==> src/rtl/dcrp_pkg.sv <==
`timescale 1ns / 1ps
// ----------------------------------------------------------------------------
// DMA register port package
// Shared types, opcodes and command codes of the DMA controller register port.
// ----------------------------------------------------------------------------
package dcrp_pkg;

   typedef enum logic [1:0] {
      OP_WRITE  = 2'd0,
      OP_READ   = 2'd1,
      OP_REPORT = 2'd2,
      OP_NONE   = 2'd3
   } op_type;

   typedef enum logic [3:0] {
      TGT_ADDR_A_LO  = 4'd0,
      TGT_ADDR_A_HI  = 4'd1,
      TGT_LEN_LO     = 4'd2,
      TGT_LEN_HI     = 4'd3,
      TGT_DISCARD    = 4'd4,
      TGT_MASK       = 4'd5,
      TGT_MATCH      = 4'd6,
      TGT_ADDR_B_LO  = 4'd7,
      TGT_ADDR_B_HI  = 4'd8,
      TGT_INT_CTRL   = 4'd9,
      TGT_INT_PULSE  = 4'd10,
      TGT_INT_VECTOR = 4'd11,
      TGT_READ_MASK  = 4'd12
   } target_type;

   localparam logic [7:0] CMD_DISABLE   = 8'h83;
   localparam logic [7:0] CMD_ENABLE    = 8'h87;
   localparam logic [7:0] CMD_CLR_FLAGS = 8'h8b;
   localparam logic [7:0] CMD_REINIT_RD = 8'ha7;
   localparam logic [7:0] CMD_INT_ON    = 8'hab;
   localparam logic [7:0] CMD_INT_OFF   = 8'haf;
   localparam logic [7:0] CMD_FORCE_RDY = 8'hb3;
   localparam logic [7:0] CMD_RD_MASK   = 8'hbb;
   localparam logic [7:0] CMD_RD_STATUS = 8'hbf;
   localparam logic [7:0] CMD_RESET     = 8'hc3;
   localparam logic [7:0] CMD_LOAD      = 8'hcf;
   localparam logic [7:0] CMD_CONTINUE  = 8'hd3;
   localparam logic [7:0] STATUS_BASE   = 8'hcc;
   localparam logic [7:0] STATUS_RESET  = 8'h38;

   typedef struct packed {
      logic [1:0]  operation;
      logic [7:0]  data_byte;
      logic [15:0] report_byte_count;
      logic [15:0] report_pointer_a;
      logic [15:0] report_pointer_b;
      logic        report_match;
      logic        report_end;
      logic        report_stopped;
   } req_type;

   typedef struct packed {
      logic [7:0]  read_data;
      logic        transfer_enabled;
      logic        interrupt_enabled;
      logic [1:0]  command;
      logic [1:0]  mode;
      logic        direction_a_to_b;
      logic [15:0] pointer_a;
      logic [15:0] pointer_b;
      logic [15:0] block_length;
      logic [7:0]  port_a_setting;
      logic [7:0]  port_b_setting;
      logic [7:0]  match_byte;
   } rsp_type;

   function automatic logic [15:0] step_counter(input logic [15:0] c, input logic [7:0] s);
      logic [15:0] r;
      case (s[5:4])
         2'b00: r = c - 16'd1;
         2'b01: r = c + 16'd1;
         default: r = c;
      endcase
      return r;
   endfunction

endpackage

==> src/rtl/dcrp_if.sv <==
`timescale 1ns / 1ps
// ----------------------------------------------------------------------------
// DMA register port channel
// Valid/ready channel carrying one word of a given payload type.
// ----------------------------------------------------------------------------
interface dcrp_req_if;
   import dcrp_pkg::*;
   logic    valid;
   logic    ready;
   req_type payload;
   modport source (output valid, output payload, input ready);
   modport sink (input valid, input payload, output ready);
endinterface

interface dcrp_rsp_if;
   import dcrp_pkg::*;
   logic    valid;
   logic    ready;
   rsp_type payload;
   modport source (output valid, output payload, input ready);
   modport sink (input valid, input payload, output ready);
endinterface

==> src/rtl/dcrp_core.sv <==
`timescale 1ns / 1ps
// ----------------------------------------------------------------------------
// DMA register port core
// Register state and combinational decode of one bus access into one result.
// ----------------------------------------------------------------------------
module dcrp_core (
   input  logic              clock,
   input  logic              reset,
   input  logic              step,
   input  dcrp_pkg::req_type req,
   output dcrp_pkg::rsp_type rsp
);
   import dcrp_pkg::*;

   logic [7:0]  group_ff [7];
   logic [7:0]  group_in [7];
   logic [3:0]  ptgt_ff [8];
   logic [3:0]  ptgt_in [8];
   logic [3:0]  pcnt_ff, pcnt_in, pidx_ff, pidx_in;
   logic [2:0]  rtgt_ff [7];
   logic [2:0]  rtgt_in [7];
   logic [2:0]  rcnt_ff, rcnt_in, ridx_ff, ridx_in;
   logic [7:0]  rmask_ff, rmask_in;
   logic [15:0] sa_ff, sa_in, sb_ff, sb_in, len_ff, len_in;
   logic [15:0] ca_ff, ca_in, cb_ff, cb_in, done_ff, done_in;
   logic [7:0]  mask_ff, mask_in, match_ff, match_in;
   logic [7:0]  ictl_ff, ictl_in, ipulse_ff, ipulse_in, ivec_ff, ivec_in;
   logic [7:0]  stat_ff, stat_in;
   logic [1:0]  cmd_ff, cmd_in, mode_ff, mode_in;
   logic        en_ff, en_in, ien_ff, ien_in, rdy_ff, rdy_in;
   logic        mf_ff, mf_in, ef_ff, ef_in, sf_ff, sf_in;
   logic [7:0]  rd;

   always_comb begin
      logic [7:0]  v, s;
      logic [2:0]  g, ri;
      logic        rebuild;
      logic [2:0]  rc;
      v = req.data_byte;
      group_in = group_ff; ptgt_in = ptgt_ff; pcnt_in = pcnt_ff; pidx_in = pidx_ff;
      rtgt_in = rtgt_ff; rcnt_in = rcnt_ff; ridx_in = ridx_ff; rmask_in = rmask_ff;
      sa_in = sa_ff; sb_in = sb_ff; len_in = len_ff; ca_in = ca_ff; cb_in = cb_ff;
      done_in = done_ff; mask_in = mask_ff; match_in = match_ff; ictl_in = ictl_ff;
      ipulse_in = ipulse_ff; ivec_in = ivec_ff; stat_in = stat_ff; cmd_in = cmd_ff;
      mode_in = mode_ff; en_in = en_ff; ien_in = ien_ff; rdy_in = rdy_ff;
      mf_in = mf_ff; ef_in = ef_ff; sf_in = sf_ff;
      rd = 8'd0; rebuild = 1'b0; g = 3'd6; rc = 3'd0; ri = 3'd0;
      s = STATUS_BASE | {2'b00, ~ef_ff, ~mf_ff, 2'b00,
          (mode_ff != 2'd1) && (group_ff[5][3] != rdy_ff), en_ff};
      case (op_type'(req.operation))
         OP_WRITE: begin
            en_in = 1'b0;
            if (pcnt_ff == 4'd0) begin
               pcnt_in = 4'd0;
               pidx_in = 4'd0;
               if (!v[7]) begin
                  if (v[1:0] != 2'd0) g = 3'd0;
                  else if (v[2:0] == 3'd4) g = 3'd1;
                  else g = 3'd2;
               end else begin
                  if (v[1:0] == 2'd0) g = 3'd3;
                  else if (v[1:0] == 2'd1 && v[7:5] != 3'd7) g = 3'd4;
                  else if (v[2:0] == 3'd2 && !v[6]) g = 3'd5;
               end
               group_in[g] = v;
               case (g)
                  3'd0: begin
                     cmd_in = v[1:0];
                     if (v[3]) begin ptgt_in[pcnt_in[2:0]] = TGT_ADDR_A_LO; pcnt_in++; end
                     if (v[4]) begin ptgt_in[pcnt_in[2:0]] = TGT_ADDR_A_HI; pcnt_in++; end
                     if (v[5]) begin ptgt_in[pcnt_in[2:0]] = TGT_LEN_LO; pcnt_in++; end
                     if (v[6]) begin ptgt_in[pcnt_in[2:0]] = TGT_LEN_HI; pcnt_in++; end
                  end
                  3'd1, 3'd2: begin
                     if (v[6]) begin ptgt_in[0] = TGT_DISCARD; pcnt_in = 4'd1; end
                  end
                  3'd3: begin
                     if (v[3]) begin ptgt_in[pcnt_in[2:0]] = TGT_MASK; pcnt_in++; end
                     if (v[4]) begin ptgt_in[pcnt_in[2:0]] = TGT_MATCH; pcnt_in++; end
                     ien_in = v[5];
                     en_in = v[6];
                  end
                  3'd4: begin
                     mode_in = v[6:5];
                     if (v[2]) begin ptgt_in[pcnt_in[2:0]] = TGT_ADDR_B_LO; pcnt_in++; end
                     if (v[3]) begin ptgt_in[pcnt_in[2:0]] = TGT_ADDR_B_HI; pcnt_in++; end
                     if (v[4]) begin ptgt_in[pcnt_in[2:0]] = TGT_INT_CTRL; pcnt_in++; end
                  end
                  3'd6: begin
                     case (v)
                        CMD_DISABLE: en_in = 1'b0;
                        CMD_ENABLE: en_in = 1'b1;
                        CMD_CLR_FLAGS: begin mf_in = 1'b0; ef_in = 1'b0; end
                        CMD_REINIT_RD: rebuild = 1'b1;
                        CMD_INT_ON: ien_in = 1'b1;
                        CMD_INT_OFF: ien_in = 1'b0;
                        CMD_FORCE_RDY: rdy_in = group_ff[5][3];
                        CMD_RD_MASK: begin ptgt_in[0] = TGT_READ_MASK; pcnt_in = 4'd1; end
                        CMD_RD_STATUS: begin rmask_in = 8'd1; rebuild = 1'b1; end
                        CMD_RESET: begin cmd_in = 2'd0; en_in = 1'b0; ien_in = 1'b0; end
                        CMD_LOAD: begin
                           mode_in = group_ff[4][6:5];
                           ca_in = sa_ff; cb_in = sb_ff; done_in = 16'hffff;
                           ef_in = 1'b0; mf_in = 1'b0; en_in = 1'b0;
                        end
                        CMD_CONTINUE: begin
                           if (sf_ff) begin
                              sf_in = 1'b0;
                              ca_in = step_counter(ca_ff, group_ff[1]);
                              cb_in = step_counter(cb_ff, group_ff[2]);
                           end
                           done_in = 16'hffff;
                           mf_in = 1'b0; ef_in = 1'b0; en_in = 1'b1;
                        end
                        default: ;
                     endcase
                  end
                  default: ;
               endcase
            end else begin
               case (target_type'(ptgt_ff[pidx_ff[2:0]]))
                  TGT_ADDR_A_LO: sa_in[7:0] = v;
                  TGT_ADDR_A_HI: sa_in[15:8] = v;
                  TGT_LEN_LO: len_in[7:0] = v;
                  TGT_LEN_HI: len_in[15:8] = v;
                  TGT_MASK: mask_in = v;
                  TGT_MATCH: match_in = v;
                  TGT_ADDR_B_LO: sb_in[7:0] = v;
                  TGT_ADDR_B_HI: sb_in[15:8] = v;
                  TGT_INT_CTRL: begin
                     ictl_in = v;
                     if (v[3]) begin
                        ptgt_in[3'(pidx_ff + pcnt_in)] = TGT_INT_PULSE; pcnt_in++;
                     end
                     if (v[4]) begin
                        ptgt_in[3'(pidx_ff + pcnt_in)] = TGT_INT_VECTOR; pcnt_in++;
                     end
                  end
                  TGT_INT_PULSE: ipulse_in = v;
                  TGT_INT_VECTOR: ivec_in = v;
                  TGT_READ_MASK: begin rmask_in = v; rebuild = 1'b1; end
                  default: ;
               endcase
               pidx_in = pidx_ff + 4'd1;
               pcnt_in = pcnt_in - 4'd1;
            end
         end
         OP_READ: begin
            stat_in = s;
            if (rcnt_ff == 3'd0) rd = s;
            else begin
               ri = (ridx_ff >= rcnt_ff) ? 3'd0 : ridx_ff;
               ridx_in = ri + 3'd1;
               case (rtgt_ff[ri])
                  3'd1: rd = done_ff[7:0];
                  3'd2: rd = done_ff[15:8];
                  3'd3: rd = ca_ff[7:0];
                  3'd4: rd = ca_ff[15:8];
                  3'd5: rd = cb_ff[7:0];
                  3'd6: rd = cb_ff[15:8];
                  default: rd = s;
               endcase
            end
         end
         OP_REPORT: begin
            done_in = req.report_byte_count;
            ca_in = req.report_pointer_a;
            cb_in = req.report_pointer_b;
            mf_in = req.report_match;
            ef_in = req.report_end;
            sf_in = req.report_stopped;
         end
         default: ;
      endcase
      if (rebuild) begin
         for (int b = 0; b < 7; b++) begin
            if (rmask_in[b]) begin
               rtgt_in[rc] = 3'(b);
               rc = rc + 3'd1;
            end
         end
         rcnt_in = rc;
         ridx_in = 3'd0;
      end
   end

   always_ff @(posedge clock) begin
      if (step) begin
         ptgt_ff <= ptgt_in;
         rtgt_ff <= rtgt_in;
      end
      if (reset) begin
         for (int i = 0; i < 7; i++) group_ff[i] <= 8'd0;
         pcnt_ff <= 4'd0; pidx_ff <= 4'd0; rcnt_ff <= 3'd0; ridx_ff <= 3'd0;
         rmask_ff <= 8'd0; sa_ff <= 16'd0; sb_ff <= 16'd0; len_ff <= 16'd0;
         ca_ff <= 16'd0; cb_ff <= 16'd0; done_ff <= 16'd0; mask_ff <= 8'd0;
         match_ff <= 8'd0; ictl_ff <= 8'd0; ipulse_ff <= 8'd0; ivec_ff <= 8'd0;
         stat_ff <= STATUS_RESET; cmd_ff <= 2'd0; mode_ff <= 2'd0; en_ff <= 1'b0;
         ien_ff <= 1'b0; rdy_ff <= 1'b1; mf_ff <= 1'b0; ef_ff <= 1'b0; sf_ff <= 1'b0;
      end else if (step) begin
         group_ff <= group_in;
         pcnt_ff <= pcnt_in; pidx_ff <= pidx_in; rcnt_ff <= rcnt_in; ridx_ff <= ridx_in;
         rmask_ff <= rmask_in; sa_ff <= sa_in; sb_ff <= sb_in; len_ff <= len_in;
         ca_ff <= ca_in; cb_ff <= cb_in; done_ff <= done_in; mask_ff <= mask_in;
         match_ff <= match_in; ictl_ff <= ictl_in; ipulse_ff <= ipulse_in;
         ivec_ff <= ivec_in; stat_ff <= stat_in; cmd_ff <= cmd_in; mode_ff <= mode_in;
         en_ff <= en_in; ien_ff <= ien_in; rdy_ff <= rdy_in; mf_ff <= mf_in;
         ef_ff <= ef_in; sf_ff <= sf_in;
      end
   end

   always_comb begin
      rsp.read_data = rd;
      rsp.transfer_enabled = en_in;
      rsp.interrupt_enabled = ien_in;
      rsp.command = cmd_in;
      rsp.mode = mode_in;
      rsp.direction_a_to_b = group_in[0][2];
      rsp.pointer_a = ca_in;
      rsp.pointer_b = cb_in;
      rsp.block_length = len_in;
      rsp.port_a_setting = group_in[1];
      rsp.port_b_setting = group_in[2];
      rsp.match_byte = match_in;
   end

endmodule

==> src/rtl/dma_controller_register_port_unit.sv <==
`timescale 1ns / 1ps
// ----------------------------------------------------------------------------
// DMA controller register port
// Programming port of a DMA controller: one bus access in, one result word out.
// ----------------------------------------------------------------------------
// Channel   Direction  Contents
// req       in         operation, written byte, engine progress report
// rsp       out        read byte and the programmed register view
//
// Each accepted word is decoded combinationally and its result word is held in
// the output register the next cycle; unless rsp stalls, a new word is taken
// every cycle. The output register is the only stage, so req.ready follows rsp
// being free. Reset is synchronous; afterwards the port takes words at once.
// ----------------------------------------------------------------------------
module dma_controller_register_port_unit (
   input logic   clock,
   input logic   reset,
   dcrp_req_if.sink   req,
   dcrp_rsp_if.source rsp
);
   import dcrp_pkg::*;

   logic    step;
   logic    valid_ff;
   rsp_type result;
   rsp_type data_ff;

   assign req.ready = !valid_ff || rsp.ready;
   assign step = req.valid && req.ready;

   dcrp_core u_core (
      .clock (clock),
      .reset (reset),
      .step  (step),
      .req   (req.payload),
      .rsp   (result)
   );

   always_ff @(posedge clock) begin
      if (reset) begin
         valid_ff <= 1'b0;
      end else if (req.ready) begin
         valid_ff <= req.valid;
      end
      if (step) begin
         data_ff <= result;
      end
   end

   assign rsp.valid = valid_ff;
   assign rsp.payload = data_ff;

endmodule
==> src/flat_wrapper.sv <==
// flat-port wrapper written by rule: the top's interface ports become plain ports
module dma_controller_register_port_unit_flat import dcrp_pkg::*;
  (clock, reset, req_valid, req_payload, req_ready, rsp_valid, rsp_payload, rsp_ready);
  dcrp_req_if req_i ();
  dcrp_rsp_if rsp_i ();
  input logic clock;
  input logic reset;
  input wire logic [$bits(req_i.valid)-1:0] req_valid;
  input wire logic [$bits(req_i.payload)-1:0] req_payload;
  output wire logic [$bits(req_i.ready)-1:0] req_ready;
  output wire logic [$bits(rsp_i.valid)-1:0] rsp_valid;
  output wire logic [$bits(rsp_i.payload)-1:0] rsp_payload;
  input wire logic [$bits(rsp_i.ready)-1:0] rsp_ready;
  assign req_i.valid = req_valid;
  assign req_i.payload = req_payload;
  assign req_ready = req_i.ready;
  assign rsp_valid = rsp_i.valid;
  assign rsp_payload = rsp_i.payload;
  assign rsp_i.ready = rsp_ready;
  dma_controller_register_port_unit u_core (.clock(clock), .reset(reset), .req(req_i), .rsp(rsp_i));
endmodule
==> config.mk <==
export PLATFORM = sky130hd
export DESIGN_NAME = dma_controller_register_port_unit_flat
export DESIGN_NICKNAME = d
export VERILOG_FILES = /design/src/rtl/dcrp_pkg.sv /design/src/rtl/dcrp_if.sv /design/src/rtl/dcrp_core.sv /design/src/rtl/dma_controller_register_port_unit.sv /design/src/flat_wrapper.sv
export SDC_FILE = /design/constraint.sdc
export NUM_CORES = 1
export LEC_CHECK = 0
export ABC_CLOCK_PERIOD_IN_PS = 14200
export BUFFER_PORTS_ARGS = -buffer_cell sky130_fd_sc_hd__buf_2
export CORE_AREA = 2 2 148 208
export DETAILED_ROUTE_END_ITERATION = 8
export DIE_AREA = 0 0 150 210
export PLACE_DENSITY = 0.79
export SYNTH_ARGS = -nofsm -noshare
export SYNTH_HDL_FRONTEND = slang
export SYNTH_SLANG_ARGS = --single-unit
==> constraint.sdc <==
create_clock -name clock -period 14.2 [get_ports clock]
set_input_delay 2.84 -clock clock [delete_from_list [all_inputs] [get_ports clock]]
set_output_delay 2.84 -clock clock [all_outputs]
set_load 0.005 [all_outputs]
==> summary.md <==
| Metric | Value |
|---|---|
| Root Buffer | `clkbuf_16` |
| Avg Cell Area, Syn | `approximately 8.6 um2` |
| CORE AREA | `29,700 um2` |
| H-tree depth | `1` |
| Ys flop type | `dfxtp_1` |
| Normalized max-slew margin | `18.4%` |
| DR WL met3 | `between 4000 and 5000 um` |
| CTS Hold Bufs | `0` |
| CTS tree | `built` |
| Final #Nets | `2,253` |
| Most common cell after layout, fill and taps aside | `nor2_1` |
| Max Fclk | `between 100 and 150 MHz` |
| HPWL Detailed | `just over 40,000 um` |
| Die area | `~32,000 um2` |
| Commonest non-fill, non-tap cells in the layout | `294 x nor2_1, 218 x nand2_1, 155 x dfxtp_1` |
| Sw frac | `around 28%` |
| Clk_lat worst skew | `between 500 and 600 ps` |
| Hold Crit Class | `reg -> reg` |
| Post-synthesis mux area share | `between 6 and 7%` |
| Detailed router's first-iteration violation count | `about 1.8k` |
| GRT Overall Usage | `between 30% and 40%` |
| Worst Setup SP | `req_payload[60]` |
| Crit path capture type | `flip-flop` |
| Setup Buffers After CTS | `0` |
| Post-CTS sizing | `0` |
| Leakage | `7.45 nW` |
| Post-synth EDFFs | `140` |
| Mean routed wirelength per cell | `roughly 23 um` |
| Final GP Congestion | `a little under 1` |
| Design Power | `2.08 mW` |
| Total wire length | `about 58,000 um` |
| Area growth, synth to finish | `11.0%` |
| Vias | `approximately 17k` |
| Sequential share of power | `around 46%` |
| Non-Filler Cell Area, Final | `19,500 um2` |
| Reg-to-reg setup timing slack | `7090 ps` |
| Boundary Pins | `around 150` |
| Clk slew on worst S/H paths | `around 60 ps` |
| Cell chain of the critical path | `buf_2 -> nor2_1 -> o2111ai_1 -> nor4_2 -> mux2i_1 -> fa_1 -> ha_1 -> nand2_1 -> nand2_1 -> ha_1 -> nor2_1 -> a31oi_1 -> ha_1 -> nand2b_1 -> o211ai_1 -> a32o_1 -> or3_1` |
| Synth Area in Adders | `just under 5%` |
| Placed Cells | `about 2.5k` |
| Register area share after synthesis | `about two fifths` |
| GRT overflow | `0` |
| M1 wire length | `about 20,000 um` |
| # rows | `75` |
| Vias per inst | `6.63` |
| RR Startpoint | `u_core.u_core.pidx_ff[1]` |
| Syn Nets | `between 2k and 2.5k` |
| Run status | `finished, final reports clean` |
| Compound-cell area share of the yosys netlist | `~20%` |
| Critical path endpoint | `u_core.u_core.rtgt_ff[5]` |
| Sum Neg Setup Slack | `0 ps` |
| Area share of and/or/nand/nor cells after synthesis | `between 20 and 25%` |
| Non-Filler Instances | `roughly 2.5k` |
| Netlist Area Pre-Place | `17,600 um2` |
| Worst path max stage delay | `between 800 and 900 ps` |
| Total of max-cap violations | `0` |
| P_int | `1.50 mW` |
| Final Slew Violations | `0` |
| Antenna Nets Post-Route | `0` |
| RSZ-0062 raised after global routing | `false` |
| FF-to-FF path depth | `17` |
| Synthesized instance count | `between 2k and 2.5k` |
| Final min period | `approximately 8500 ps` |
| Post-synthesis register bit count | `295` |
| Critical Path AT | `roughly 8900 ps` |
| Clock share of power | `37.5%` |
| Post-synthesis xor/xnor area fraction | `between 2 and 2.5%` |
| DRT Pass-1 Iters | `8` |
| Ys Warns | `0` |
| Worst setup path class | `in -> reg` |
| Top layer in use | `met4` |
| Critical Path Fanout Max | `35` |
| Slowest CP cell | `mux2i_1` |
| Die Height | `approximately 210 um` |
| Final setup fails | `0` |
| First-pass GRT wire length | `around 90,000 um` |
| Sink Count | `between 200 and 300` |
| Netlist cell types | `between 80 and 90` |
| Comb power frac | `roughly 16%` |
| Die Wd | `~150 um` |
| NetSw | `~0.58 mW` |
| Cts bufs inserted | `29` |
| Final period utilization | `about three fifths` |
| Slew @ Worst Pin | `between 1000 and 1500 ps` |
| Met2 wire len | `27,700 um` |
| Bufs on Longest Clock Path | `3` |
| Power Dens Cells | `107 nW/um2` |
| Final hold vios | `0` |
| Initial core utilization | `around 59%` |
| Crit path top cell by count | `ha_1` |
| Largest family of logic cells by synthesized area | `simple AND/OR/NAND/NOR gates` |
| Dpl cell area | `between 15,000 and 20,000 um2` |
| Antenna violations before repair | `0` |
| Clock skew | `roughly 21 ps` |
| Vias in the first global route | `approximately 16k` |
| Asr flop ratio synth | `0%` |
| R2R Path End | `u_core.u_core.rtgt_ff[5]` |
| Critical Path Start Type | `primary input` |
| Largest net degree at the start of global routing | `73` |
| N_diodes | `0` |
| WP data required | `about 15,000 ps` |
| DRC errors left | `0` |
| Peak supply drop | `a little under 100 uV` |
| Port bufs | `about 150` |
| Share of layout cells above drive strength 1 | `between 10% and 20%` |
[worst max-delay path: cells and delay by family]
kind,cells,cell delay [ps]
and+or+nand+nor,7,2070
adders and majority gates,4,1730
AOI/OAI and AO/OA,4,1000
muxes,1,880
buffers and inverters,1,300
[sequential cells by signal, indices dropped and copies added (netlist names), 2 cells and up]
name / flops
u_core.u_core.cmd_ff: 2
u_core.u_core.pidx_ff: 3
u_core.u_core.cb_ff: 16
u_core.u_core.match_ff: 8
u_core.u_core.pcnt_ff: 4
u_core.u_core.mode_ff: 2
u_core.u_core.sa_ff: 16
u_core.u_core.sb_ff: 16
u_core.u_core.done_ff: 16
u_core.rsp.payload: 87
u_core.u_core.rcnt_ff: 3
u_core.u_core.ca_ff: 16
u_core.u_core.len_ff: 16
u_core.u_core.ptgt_ff: 32
u_core.u_core.group_ff: 20
u_core.u_core.rmask_ff: 7
u_core.u_core.rtgt_ff: 21
u_core.u_core.ridx_ff: 3
[final cells by class]
class	instances	area, um2
well taps	385	482
fillers	2534	10200
clock buffers	40	807
repair buffers	176	941
multi-input cells	1563	9590
inverters	58	223
clock inverters	14	148
flip-flops and latches	295	7310
[cell usage after synthesis, drive strengths merged, types with 19 or more instances]
cell type  count  area [um2]
a22oi         40         300
nor2b         23         144
a211oi        22         165
ha            59         738
nand2        219         822
and2          19         121
clkbuf       111         417
mux2i         58         606
nor3         114         576
edfxtp       140        4200
inv           57         214
nor2         294        1100
xnor2         22         219
a21oi        141         706
nand3         53         265
mux2          29         330
dfxtp        155        3100
o21ai        132         664
[cells by family (layout without fill, tap and decap cells)]
logic type / count (synthesis) / after routing
buffers and inverters: 178 / 288
AO/OA/AOI/OAI: 533 / 533
flip-flops: 295 / 295
multiplexers: 95 / 95
AND/OR/NAND/NOR: 832 / 832
adder cells (fa/ha/maj): 65 / 65
XOR/XNOR: 38 / 38
[metrics by stage]
stage / util (%) / hold slack, ps / setup slack, ps
2_1_floorplan: - / 421 / 6230
3_3_place_gp: 62.5 / 435 / 5350
3_5_place_dp: 62.5 / 436 / 5230
4_1_cts: 65.8 / 456 / 5800
5_1_grt: 65.8 / 466 / 5230
6_report: 65.8 / 456 / 5670
[per-layer routing]
| metal | GRT usage, % | vias up |
|---|---|---|
| met2 | 60.3 | 981 |
| met3 | 4.31 | 238 |
| met1 | 43.3 | 7926 |
| li1 | - | 7628 |
| met4 | 25.1 | 0 |
| met5 | 0 | - |
[worst min-delay path by stage]
| stage | startpoint | endpoint | slack (ps) | depth (start not counted) |
|---|---|---|---|---|
| floorplan | u_core.u_core.group_ff[32] | u_core.u_core.group_ff[32] | 420 | 1 |
| global placement | u_core.u_core.group_ff[34] | u_core.u_core.group_ff[34] | 430 | 1 |
| detailed placement | u_core.u_core.group_ff[33] | u_core.u_core.group_ff[33] | 440 | 1 |
| CTS | u_core.u_core.group_ff[33] | u_core.u_core.group_ff[33] | 460 | 1 |
| global route | u_core.u_core.group_ff[34] | u_core.u_core.group_ff[34] | 470 | 1 |
| finish | u_core.u_core.group_ff[33] | u_core.u_core.group_ff[33] | 460 | 1 |
[power groups by stage]
stage	Clock, mW	Combinational (mW)	Sequential [mW]
floorplan	0	0.228	0.969
global placement	0	0.328	0.976
detailed placement	0	0.333	0.977
CTS	0.787	0.336	0.959
global route	0.818	0.372	0.962
finish	0.782	0.342	0.960
Note: power is estimated with default switching activity, not from simulation.
